<file path="src/rtl/core/vcsm_pkg.sv">
// Shared types and constants for the volume crop / sphere mask block.
// No dependencies; imported by the register file and the top level.
`default_nettype none

package vcsm_pkg;

   localparam int DEF_COORD_BITS    = 12;
   localparam int DEF_SPHERE_MARGIN = 5;
   localparam int REG_W             = 13;
   localparam int RADIUS_W          = 11;
   localparam int VOXEL_W           = 8;
   localparam int NUM_AXES          = 3;
   localparam int CSR_ADDR_W        = 5;
   localparam int CSR_DATA_W        = 32;
   localparam int CSR_IDX_LSB       = 2;

   typedef enum logic [2:0] {
      CSR_MODE,
      CSR_LOW_X,
      CSR_HIGH_X,
      CSR_LOW_Y,
      CSR_HIGH_Y,
      CSR_LOW_Z,
      CSR_HIGH_Z,
      CSR_RADIUS
   } csr_index_type;

   typedef enum logic {
      MODE_BOX,
      MODE_SPHERE
   } mode_type;

   // Register contents as seen by the datapath; low doubles as sphere centre.
   typedef struct packed {
      mode_type                           mode;
      logic [NUM_AXES-1:0][REG_W-1:0]     low;
      logic [NUM_AXES-1:0][REG_W-1:0]     high;
      logic [RADIUS_W-1:0]                radius;
   } cfg_type;

endpackage

`default_nettype wire

</file>
<file path="src/rtl/core/vcsm_csr.sv">
// Configuration register file with an APB-style write/read port.
// Depends on vcsm_pkg for the register map and the cfg_type struct.
`default_nettype none

module vcsm_csr
   import vcsm_pkg::*;
(
   input  wire logic                   clock,
   input  wire logic                   reset,
   input  wire logic                   psel,
   input  wire logic                   penable,
   input  wire logic                   pwrite,
   input  wire logic [CSR_ADDR_W-1:0]  paddr,
   input  wire logic [CSR_DATA_W-1:0]  pwdata,
   output logic      [CSR_DATA_W-1:0]  prdata,
   output logic                        pready,
   output cfg_type                     cfg
);

   cfg_type       cfg_ff;
   cfg_type       cfg_in;
   csr_index_type idx;
   logic          wr_en;

   assign idx    = csr_index_type'(paddr[CSR_ADDR_W-1:CSR_IDX_LSB]);
   assign wr_en  = psel & penable & pwrite;
   assign pready = 1'b1;
   assign cfg    = cfg_ff;

   always_comb begin
      cfg_in = cfg_ff;
      if (wr_en) begin
         unique case (idx)
            CSR_MODE:   cfg_in.mode      = mode_type'(pwdata[0]);
            CSR_LOW_X:  cfg_in.low[0]    = pwdata[REG_W-1:0];
            CSR_HIGH_X: cfg_in.high[0]   = pwdata[REG_W-1:0];
            CSR_LOW_Y:  cfg_in.low[1]    = pwdata[REG_W-1:0];
            CSR_HIGH_Y: cfg_in.high[1]   = pwdata[REG_W-1:0];
            CSR_LOW_Z:  cfg_in.low[2]    = pwdata[REG_W-1:0];
            CSR_HIGH_Z: cfg_in.high[2]   = pwdata[REG_W-1:0];
            CSR_RADIUS: cfg_in.radius    = pwdata[RADIUS_W-1:0];
         endcase
      end
   end

   always_ff @(posedge clock) begin
      if (reset) begin
         cfg_ff.mode   <= MODE_BOX;
         cfg_ff.low    <= '1;
         cfg_ff.high   <= '1;
         cfg_ff.radius <= '0;
      end else begin
         cfg_ff <= cfg_in;
      end
   end

   // Bounds read back sign-extended.
   always_comb begin
      unique case (idx)
         CSR_MODE:   prdata = {{(CSR_DATA_W-1){1'b0}}, cfg_ff.mode};
         CSR_LOW_X:  prdata = {{(CSR_DATA_W-REG_W){cfg_ff.low[0][REG_W-1]}}, cfg_ff.low[0]};
         CSR_HIGH_X: prdata = {{(CSR_DATA_W-REG_W){cfg_ff.high[0][REG_W-1]}}, cfg_ff.high[0]};
         CSR_LOW_Y:  prdata = {{(CSR_DATA_W-REG_W){cfg_ff.low[1][REG_W-1]}}, cfg_ff.low[1]};
         CSR_HIGH_Y: prdata = {{(CSR_DATA_W-REG_W){cfg_ff.high[1][REG_W-1]}}, cfg_ff.high[1]};
         CSR_LOW_Z:  prdata = {{(CSR_DATA_W-REG_W){cfg_ff.low[2][REG_W-1]}}, cfg_ff.low[2]};
         CSR_HIGH_Z: prdata = {{(CSR_DATA_W-REG_W){cfg_ff.high[2][REG_W-1]}}, cfg_ff.high[2]};
         CSR_RADIUS: prdata = {{(CSR_DATA_W-RADIUS_W){1'b0}}, cfg_ff.radius};
      endcase
   end

endmodule

`default_nettype wire

</file>
<file path="src/rtl/core/volume_crop_sphere_mask.sv">
// Region-of-interest crop of a raster voxel stream, box or sphere with mask.
// Depends on vcsm_pkg and vcsm_csr.
//
// Usage:
//   req_* carries one voxel per request in raster order (x fastest, then y,
//   then z): tdata = voxel, tuser = {slice_end, row_end}, tlast = volume end.
//   rsp_* carries the voxels inside the crop: tdata = voxel (zero outside the
//   sphere in sphere mode), tlast = last voxel of the crop. Voxels outside
//   the crop produce no response.
//   csr_* programs mode, bounds / centre and radius; write it only while idle.
// Timing:
//   Three register stages: input capture, per-axis compare and squares, then
//   the squared-distance sum and the output register. An accepted request
//   moves through the capture, lane and output registers in that order;
//   one request per cycle is taken while the response side is not stalled.
//   All stages advance together: when rsp_tready is low with a response
//   held, req_tready drops and the pipeline freezes in place.
// Reset: clears the position counters and pipeline valids; the registers
//   return to box mode with every bound negative (full volume) and radius 0.
`default_nettype none

module volume_crop_sphere_mask
   import vcsm_pkg::*;
#(
   parameter int COORD_BITS    = DEF_COORD_BITS,
   parameter int SPHERE_MARGIN = DEF_SPHERE_MARGIN
) (
   input  wire logic                   clock,
   input  wire logic                   reset,
   // request channel
   input  wire logic                   req_tvalid,
   output logic                        req_tready,
   input  wire logic [VOXEL_W-1:0]     req_tdata,   // [7:0] voxel_in
   input  wire logic [1:0]             req_tuser,   // [0] row_end, [1] slice_end
   input  wire logic                   req_tlast,   // volume_end
   // response channel
   output logic                        rsp_tvalid,
   input  wire logic                   rsp_tready,
   output logic      [VOXEL_W-1:0]     rsp_tdata,   // [7:0] voxel_out
   output logic                        rsp_tlast,   // crop_last
   // configuration port
   input  wire logic                   csr_psel,
   input  wire logic                   csr_penable,
   input  wire logic                   csr_pwrite,
   input  wire logic [CSR_ADDR_W-1:0]  csr_paddr,
   input  wire logic [CSR_DATA_W-1:0]  csr_pwdata,
   output logic      [CSR_DATA_W-1:0]  csr_prdata,
   output logic                        csr_pready
);

   // Signed working width: holds any position and centre +/- (radius + margin).
   localparam int CW   = ((COORD_BITS > REG_W) ? COORD_BITS : REG_W) + 3;
   localparam int SQW  = 2 * CW;
   localparam int SUMW = SQW + 2;
   localparam int RSQW = 2 * RADIUS_W;
   localparam logic signed [CW-1:0] MARGIN_S    = CW'(SPHERE_MARGIN);
   localparam logic signed [CW-1:0] MARGIN_M1_S = CW'(SPHERE_MARGIN - 1);

   cfg_type cfg;

   vcsm_csr u_csr (
      .clock   (clock),
      .reset   (reset),
      .psel    (csr_psel),
      .penable (csr_penable),
      .pwrite  (csr_pwrite),
      .paddr   (csr_paddr),
      .pwdata  (csr_pwdata),
      .prdata  (csr_prdata),
      .pready  (csr_pready),
      .cfg     (cfg)
   );

   logic advance;
   logic accept;
   logic [NUM_AXES-1:0] req_ends;

   assign advance    = ~rsp_tvalid | rsp_tready;
   assign req_tready = advance;
   assign accept     = req_tvalid & advance;
   assign req_ends   = {req_tlast, req_tuser[1], req_tuser[0]};

   // ---------------- position counters ----------------
   logic [NUM_AXES-1:0][COORD_BITS-1:0] pos_ff;
   logic [NUM_AXES-1:0][COORD_BITS-1:0] pos_in;

   always_comb begin
      pos_in = pos_ff;
      if (accept) begin
         priority if (req_ends[2]) begin
            pos_in = '0;
         end else if (req_ends[1]) begin
            pos_in[0] = '0;
            pos_in[1] = '0;
            pos_in[2] = pos_ff[2] + 1'b1;
         end else if (req_ends[0]) begin
            pos_in[0] = '0;
            pos_in[1] = pos_ff[1] + 1'b1;
         end else begin
            pos_in[0] = pos_ff[0] + 1'b1;
         end
      end
   end

   always_ff @(posedge clock) begin
      if (reset) begin
         pos_ff <= '0;
      end else begin
         pos_ff <= pos_in;
      end
   end

   // ---------------- stage 1: capture ----------------
   logic                                s1_valid_ff;
   logic [VOXEL_W-1:0]                  s1_voxel_ff;
   logic [NUM_AXES-1:0]                 s1_ends_ff;
   logic [NUM_AXES-1:0][COORD_BITS-1:0] s1_pos_ff;

   always_ff @(posedge clock) begin
      if (reset) begin
         s1_valid_ff <= 1'b0;
      end else if (advance) begin
         s1_valid_ff <= req_tvalid;
      end
   end

   always_ff @(posedge clock) begin
      if (advance) begin
         s1_voxel_ff <= req_tdata;
         s1_ends_ff  <= req_ends;
         s1_pos_ff   <= pos_ff;
      end
   end

   // ---------------- stage 2: per-axis lanes ----------------
   logic                          sphere;
   logic [NUM_AXES-1:0]           lane_in;
   logic [NUM_AXES-1:0]           lane_last;
   logic [NUM_AXES-1:0][SQW-1:0]  lane_sq;
   logic signed [CW-1:0]          r_s;

   assign sphere = (cfg.mode == MODE_SPHERE);
   assign r_s    = {{(CW-RADIUS_W){1'b0}}, cfg.radius};

   for (genvar a = 0; a < NUM_AXES; a++) begin : g_axis
      logic signed [CW-1:0]  c_s;
      logic signed [CW-1:0]  hb_s;
      logic signed [CW-1:0]  p_s;
      logic signed [CW-1:0]  sph_lo;
      logic signed [CW-1:0]  sph_hi;
      logic signed [CW-1:0]  d_s;
      logic signed [SQW-1:0] sq_s;
      logic                  box_free;

      assign c_s    = {{(CW-REG_W){cfg.low[a][REG_W-1]}}, cfg.low[a]};
      assign hb_s   = {{(CW-REG_W){cfg.high[a][REG_W-1]}}, cfg.high[a]};
      assign p_s    = {{(CW-COORD_BITS){1'b0}}, s1_pos_ff[a]};
      assign sph_lo = c_s - (r_s + MARGIN_S);
      assign sph_hi = c_s + r_s + MARGIN_M1_S;
      assign d_s    = p_s - c_s;
      assign sq_s   = d_s * d_s;
      // a negative bound opens the axis; its end comes from the stream marks
      assign box_free = cfg.low[a][REG_W-1] | cfg.high[a][REG_W-1];

      always_comb begin
         if (sphere) begin
            lane_in[a]   = (p_s >= sph_lo) && (p_s <= sph_hi);
            lane_last[a] = (p_s == sph_hi);
         end else if (box_free) begin
            lane_in[a]   = 1'b1;
            lane_last[a] = s1_ends_ff[a];
         end else begin
            lane_in[a]   = (p_s >= c_s) && (p_s <= hb_s);
            lane_last[a] = (p_s == hb_s);
         end
      end

      assign lane_sq[a] = unsigned'(sq_s);
   end

   logic                          s2_valid_ff;
   logic                          s2_inside_ff;
   logic                          s2_last_ff;
   logic                          s2_sphere_ff;
   logic [VOXEL_W-1:0]            s2_voxel_ff;
   logic [NUM_AXES-1:0][SQW-1:0]  s2_sq_ff;
   logic [RSQW-1:0]               s2_rsq_ff;

   always_ff @(posedge clock) begin
      if (reset) begin
         s2_valid_ff <= 1'b0;
      end else if (advance) begin
         s2_valid_ff <= s1_valid_ff;
      end
   end

   always_ff @(posedge clock) begin
      if (advance) begin
         s2_inside_ff <= &lane_in;
         s2_last_ff   <= &lane_last;
         s2_sphere_ff <= sphere;
         s2_voxel_ff  <= s1_voxel_ff;
         s2_sq_ff     <= lane_sq;
         s2_rsq_ff    <= cfg.radius * cfg.radius;
      end
   end

   // ---------------- stage 3: distance check and output ----------------
   logic [SUMW-1:0] dist2;
   logic            masked;

   assign dist2  = SUMW'(s2_sq_ff[0]) + SUMW'(s2_sq_ff[1]) + SUMW'(s2_sq_ff[2]);
   assign masked = s2_sphere_ff && (dist2 > SUMW'(s2_rsq_ff));

   logic               rsp_valid_ff;
   logic [VOXEL_W-1:0] rsp_data_ff;
   logic               rsp_last_ff;

   always_ff @(posedge clock) begin
      if (reset) begin
         rsp_valid_ff <= 1'b0;
      end else if (advance) begin
         rsp_valid_ff <= s2_valid_ff & s2_inside_ff;
      end
   end

   always_ff @(posedge clock) begin
      if (advance) begin
         rsp_data_ff <= masked ? '0 : s2_voxel_ff;
         rsp_last_ff <= s2_last_ff;
      end
   end

   assign rsp_tvalid = rsp_valid_ff;
   assign rsp_tdata  = rsp_data_ff;
   assign rsp_tlast  = rsp_last_ff;

endmodule

`default_nettype wire

</file>
<file path="config.mk">
export PLATFORM = sky130hd
export DESIGN_NAME = volume_crop_sphere_mask
export DESIGN_NICKNAME = d
export VERILOG_FILES = /design/src/rtl/core/vcsm_pkg.sv /design/src/rtl/core/vcsm_csr.sv /design/src/rtl/core/volume_crop_sphere_mask.sv
export SDC_FILE = /design/constraint.sdc
export NUM_CORES = 2
export LEC_CHECK = 0
export ABC_AREA = 1
export BUFFER_PORTS_ARGS = -buffer_cell sky130_fd_sc_hd__buf_2
export CAP_MARGIN = 0
export CORE_ASPECT_RATIO = 0.9
export CORE_MARGIN = 2
export CORE_UTILIZATION = 59
export DETAILED_ROUTE_END_ITERATION = 8
export PLACE_DENSITY = 0.75
export SLEW_MARGIN = 20
export SYNTH_ARGS = -nofsm -noshare
export SYNTH_HDL_FRONTEND = slang
export SYNTH_SLANG_ARGS = --single-unit
</file>
<file path="constraint.sdc">
create_clock -name clock -period 14.6 [get_ports clock]
set_input_delay 1.46 -clock clock [delete_from_list [all_inputs] [get_ports clock]]
set_output_delay 1.46 -clock clock [all_outputs]
set_load 0.1 [all_outputs]
</file>
# --- Word level (Yosys, flattened, before mapping) ---
# Cells that the tools add are included.
totals:
  register_bits: 314
  output_inout_bits: 44
op_classes:
  multipliers: 4
  n_mux: 18
  n_lt_le_gt_ge: 13
  n_eq_ne: 13
  n_addsub: 18
  bitwise: 9
  reduce_logical: 22
ops:
  columns: ["op", "n"]
  rows:
  - ["32-bit case mux with 8 select lines", 1]
  - ["14-bit by 14-bit multiplier with 28-bit output", 3]
  - ["13-bit by 13-bit subtractor with 14-bit output", 6]
  - ["14-bit by 4-bit adder with 15-bit output, second input constant", 3]
  - ["13-bit by 15-bit == test with 1-bit output", 3]
  - ["13-bit by 15-bit <= comparator with 1-bit output", 3]
  - ["13-bit by 12-bit adder with 14-bit output", 3]
  - ["13-bit == test", 3]
  - ["13-bit greater-or-equal comparator", 3]
  - ["13-bit <= comparator", 3]
  - ["12-bit by 1-bit adder with 12-bit output, second input constant", 3]
  - ["12-bit 2-to-1 mux", 3]
  - ["36-bit 2-to-1 mux", 1]
  - ["33-bit by 32-bit adder with 34-bit output", 1]
  - ["34-bit by 22-bit > comparator with 1-bit output", 1]
  - ["32-bit by 32-bit adder with 33-bit output", 1]
  - ["13-bit by 16-bit greater-or-equal comparator with 1-bit output", 2]
  - ["24-bit 2-to-1 mux", 1]
  - ["11-bit by 11-bit multiplier with 22-bit output", 1]
  - ["2-bit AND reduction", 10]
  - ["13-bit by 14-bit greater-or-equal comparator with 1-bit output", 1]
  - ["11-bit by 3-bit adder with 12-bit output, second input constant", 1]
  - ["3-bit == test, second input constant", 4]
  - ["1-bit 2-to-1 mux", 12]
  - ["10 further kinds", 24]

# --- Longest topological paths before layout ---
depth:
  word_depth: 6
  mapped_depth: 40
  ltp_nobuf: 40

# --- Cells and area by module ---
# Synthesis repeated with hierarchy kept, for this count alone.
hier_totals:
  cells_unflattened: 5442
  hier_area_um2: 45434.8
by_module_without_submodules:
  columns: ["module", "cells_each", "area_each_um2", "instances"]
  rows:
  - ["volume_crop_sphere_mask", 4836, 41159.5, 1]
  - ["vcsm_csr", 606, 4275.4, 1]

# --- Least setup slack after synthesis ---
# OpenSTA, ideal clock, no wires.
synth_path:
  kind: "flip-flop to flip-flop"
  start: "register s1_pos_ff (netlist bit g_axis[2].p_s[0])"
  end: "register s2_sq_ff[88] (netlist name) (data pin)"
  path_stages_with_launch: 36
  period_less_slack_ps: 7144
  required_time_ps: 14341
  setup_slack_ps: 7456
  arrival_ps: 6885
  cell_sequence: "edfxtp_1 -> inv_1 -> ha_1 -> inv_1 -> fa_1 -> nand3_1 -> nand3_1 -> a21oi_2 -> o21ai_2 -> a21boi_1 -> nand3_1 -> nand2_1 -> inv_1 -> buf_2 -> nor2_1 -> inv_1 -> fa_1 -> fa_1 -> inv_1 -> fa_1 -> fa_1 -> fa_1 -> inv_1 -> fa_1 -> inv_1 -> ha_1 -> a21oi_1 -> o21ai_0 -> a21oi_1 -> a21boi_0 -> o21bai_1 -> nand2_1 -> nand2_1 -> nand2_1 -> nand2_1 -> xor2_1"
synth_via:
  elab_chain_len: 2
synth_lines:
  columns: ["item", "line_no", "text"]
  rows:
  - ["start: declaration", "volume_crop_sphere_mask.sv:117", "logic [NUM_AXES-1:0][COORD_BITS-1:0] s1_pos_ff;"]
  - ["start signal: assignment", "volume_crop_sphere_mask.sv:131", "s1_pos_ff <= pos_ff;"]
  - ["13-bit by 13-bit subtractor with 14-bit output", "volume_crop_sphere_mask.sv:160", "assign d_s = p_s - c_s;"]
  - ["14-bit by 14-bit multiplier with 28-bit output", "volume_crop_sphere_mask.sv:161", "assign sq_s = d_s * d_s;"]
  - ["via g_axis[2].sq_s[24]", "volume_crop_sphere_mask.sv:152", "logic signed [SQW-1:0] sq_s;"]
  - ["end signal: assignment", "volume_crop_sphere_mask.sv:203", "s2_sq_ff <= lane_sq;"]
  - ["end: declaration", "volume_crop_sphere_mask.sv:186", "logic [NUM_AXES-1:0][SQW-1:0] s2_sq_ff;"]
# The timed path passes the listed nets, and every way through them passes these cells.
# A chain may end at the register's enable or synchronous reset.

# --- Worst setup path in the final report ---
layout_path:
  start: "register s1_pos_ff (netlist bit g_axis[2].p_s[0])"
  end: "register s2_sq_ff[94] (netlist name) (data pin)"
# The elaborated chain is that of the path after synthesis.

==> out/summary.txt <==
Synth Area in Compound Gates = 9.331%
simple-gate share of the synthesized area = 14.40%
Via density = 5.572
clock sink count = 298
core area = 74880 sq um
Setup Fix Bufs, Post-CTS = 0
Area Overhead vs Synth = 5.418%
first-pass iteration count of the detailed router = 8
Max IR drop VDD = 0.08596 mV
fin crit share = 59.13%
Ports = 99
clk root buf = clkbuf_16
Pins Over Slew Limit = 0
final instance area = 47150 sq um
# rows = 95
Req. time, crit path = 14.95 ns
post-synthesis cell area = 44730 sq um
Final ANT Viol Nets = 0
vias in the first global route = 34960
initial antenna violation count = 4
CTS tree = built
mux contribution to synthesized area = 0%
fraction of synthesized cell area in xor and xnor cells = 4.870%
H-tree depth = 1
first-pass GRT wire length = 185.0 mm
CTS Buf Count = 31
EDFF count, synth = 169
Arr. time, crit path = 8.99 ns
Setup WS post-layout = 5.967 ns
ys flop type = edfxtp_1
Final nets = 6524
fmax = 0.1158 GHz
Adder-Cell Fraction of Synth Area = 43.02%
post-synthesis sequential area ratio = 17.12%
worst-case clock buffer depth = 3
final hold violation count = 0
busiest grt layer = met2
RSZ-0062 raised after global routing = no
max_slew headroom = 26.80%
Pwr Total = 2809 uW
Post-CTS Hold Buffers = 0
final setup fails = 0
Synth Area per Inst = 8.509 sq um
number of vias after detailed routing = 35110
status = finished, final reports clean
FF+latch count, synth = 298
Unique masters post-synth = 69
Setup crit end kind = register
largest net degree at the start of global routing = 66
CTS resizes = 0
M2 GR Usage = 48.59%
main combinational cell family by area after synthesis = adder cells
Synth async-reset ratio = 0%
hold path depth = 0
die width = 294.2 um
Die Span Y = 265.2 um
layout cell share with drive strength beyond 1 = 4.880%
DP HPWL = 95.37 mm
worst-path maximum fanout = 12
Final TNS setup = 0 ns
Initial Utilization = 59.73%
GR Layer Usage met1 = 42.21%
Worst-Skew Late Latency = 0.63 ns
Cell Area, Placed = 46050 sq um
pwr dens = 59.58 nW/um^2
DRC viols = 0
IO Port Bufs = 76
minimum clock period = 8.633 ns
startpoint types = register
Worst Skew = 0.04071 ns
Syn. warnings = 0
DR WL/cell = 18.22 um
drt total wl = 114.8 mm
grt ovf = 0
Iteration-0 DRC Markers = 3215
Mapped Cells = 5257
pre-CTS setup slack = 6.085 ns
Pleak = 0.02519 uW
max-cap violations = 0
GPL Wtd Cong = 0.9848
clock-pin slew on the worst setup and hold paths = 0.07 ns
Reg2Reg Depth = 27
Least-Margin Pin Slew = 1.096 ns
critical path class = reg -> reg
met3 GRT Util = 4.846%
Hold Path Class = reg -> reg
GRT Resource Usage Total = 30.22%
Die ar. = 78040 sq um
## worst max-delay path: stages (launching register included)
cell and delay, ns:
edfxtp_1 0.36, inv_1 0.28, ha_1 0.21, inv_1 0.06
fa_1 0.39, xor2_1 0.76, inv_1 0.50, nor2_1 0.31
inv_1 0.13, fa_1 0.53, fa_1 0.77, inv_1 0.20
fa_1 0.63, inv_1 0.08, fa_1 0.49, inv_1 0.06
fa_1 0.53, inv_1 0.06, fa_1 0.59, inv_1 0.07
ha_1 0.31, inv_1 0.06, nor3_1 0.23, nand2_1 0.10
nor2_1 0.09, nand2_1 0.06, o211ai_1 0.12, xor2_1 0.40
## through the flow
step / util (%) / std cells / hold slack [ns]
2_1_floorplan: - / 5267 / 0.4003
3_3_place_gp: 61.50 / 6240 / 0.4022
3_5_place_dp: 61.50 / 6240 / 0.4059
4_1_cts: 62.94 / 6298 / 0.4356
5_1_grt: 62.96 / 6298 / 0.4356
6_report: 62.97 / 6301 / 0.4315
## cells in the mapped netlist, drive strengths merged, types with 2 or more instances
master | instances | area (sq um)
o21bai | 28 | 214.0
a21oi | 332 | 1688
xor2 | 164 | 1515
and2 | 4 | 27.53
o22ai | 18 | 112.6
nor4 | 13 | 87.58
nand3b | 10 | 87.58
o21ai | 172 | 875.8
xnor2 | 74 | 663.1
conb | 2 | 7.510
or2 | 12 | 75.08
o211ai | 50 | 375.4
nand2 | 814 | 3100
buf | 46 | 286.5
edfxtp | 169 | 5075
inv | 1218 | 4572
nor2 | 426 | 1674
fa | 620 | 12410
o2111ai | 6 | 52.55
nor3b | 10 | 80.07
nor3 | 72 | 407.9
a31oi | 16 | 100.1
a21boi | 11 | 82.58
clkbuf | 45 | 168.9
ha | 546 | 6832
dfxtp | 129 | 2582
a22oi | 7 | 52.55
nand4 | 44 | 290.3
a21o | 20 | 150.1
and3 | 2 | 12.51
o221ai | 4 | 35.03
o21a | 14 | 105.1
a221oi | 7 | 61.31
o31ai | 6 | 45.04
nand3 | 117 | 590.6
a211oi | 21 | 157.7
## final cells by class
class                           instances  area (sq um)
Sequential cell                       298          7657
Fill cell                            6448         27730
Antenna cell                            3         7.507
Timing Repair Buffer                   94         515.5
Inverter                             1218          4577
Tap cell                              970          1214
Multi-Input combinational cell       3660         32100
Clock inverter                         21         242.7
Clock buffer                           37         839.6
## worst paths after layout
kind                                        from  slack (ns)                 to
worst min register to register        pos_ff[34]        0.43  g_axis[2].p_s[10]
worst min-delay path                  pos_ff[34]        0.43  g_axis[2].p_s[10]
worst max-delay path            g_axis[2].p_s[0]        5.97       s2_sq_ff[94]
worst max register to register  g_axis[2].p_s[0]        5.97       s2_sq_ff[94]
## state kept, by name, indices dropped and copies added, names as in the netlist, 3 cells and up
name and cells:
g_axis.p_s 36, rsp_tdata 8, s1_ends_ff 3, u_csr.cfg 90, s2_sq_ff 81, pos_ff 36, s1_voxel_ff 8, s2_voxel_ff 8
s2_rsq_ff 21
## logic make-up (layout without fill, tap and decap cells)
family / count (synthesis) / after routing
AO/OA/AOI/OAI: 719 / 719
buffers and inverters: 1309 / 1370
flip-flops: 298 / 298
XOR/XNOR: 238 / 238
other: 2 / 15
AND/OR/NAND/NOR: 1525 / 1525
adder cells (fa/ha/maj): 1166 / 1166
## placed cells by master (no fill, tap or decap), types with 50 or more instances in the layout
master    instances
a21oi_1         325
buf_2            76
dfxtp_1         129
edfxtp_1        169
fa_1            620
ha_1            546
inv_1          1192
nand2_1         798
nand3_1         116
nor2_1          402
nor3_1           65
o211ai_1         50
o21ai_0         160
xnor2_1          72
xor2_1          158
## power breakdown
| part | switching (uW) | internal (uW) | leakage (uW) |
|---|---|---|---|
| Sequential | 56.4 | 943 | 0.00301 |
| Combinational | 647 | 319 | 0.0217 |
| Clock | 371 | 473 | 0.000518 |
## layer usage
| metal | part of all wire (%) | vias to the layer above |
|---|---|---|
| li1 | - | 16620 |
| met1 | 42 | 16850 |
| met2 | 45 | 1400 |
| met3 | 9.3 | 235 |
| met4 | 3.2 | 2 |
| met5 | 0.011 | - |
Note: power is estimated with default switching activity, not from simulation.
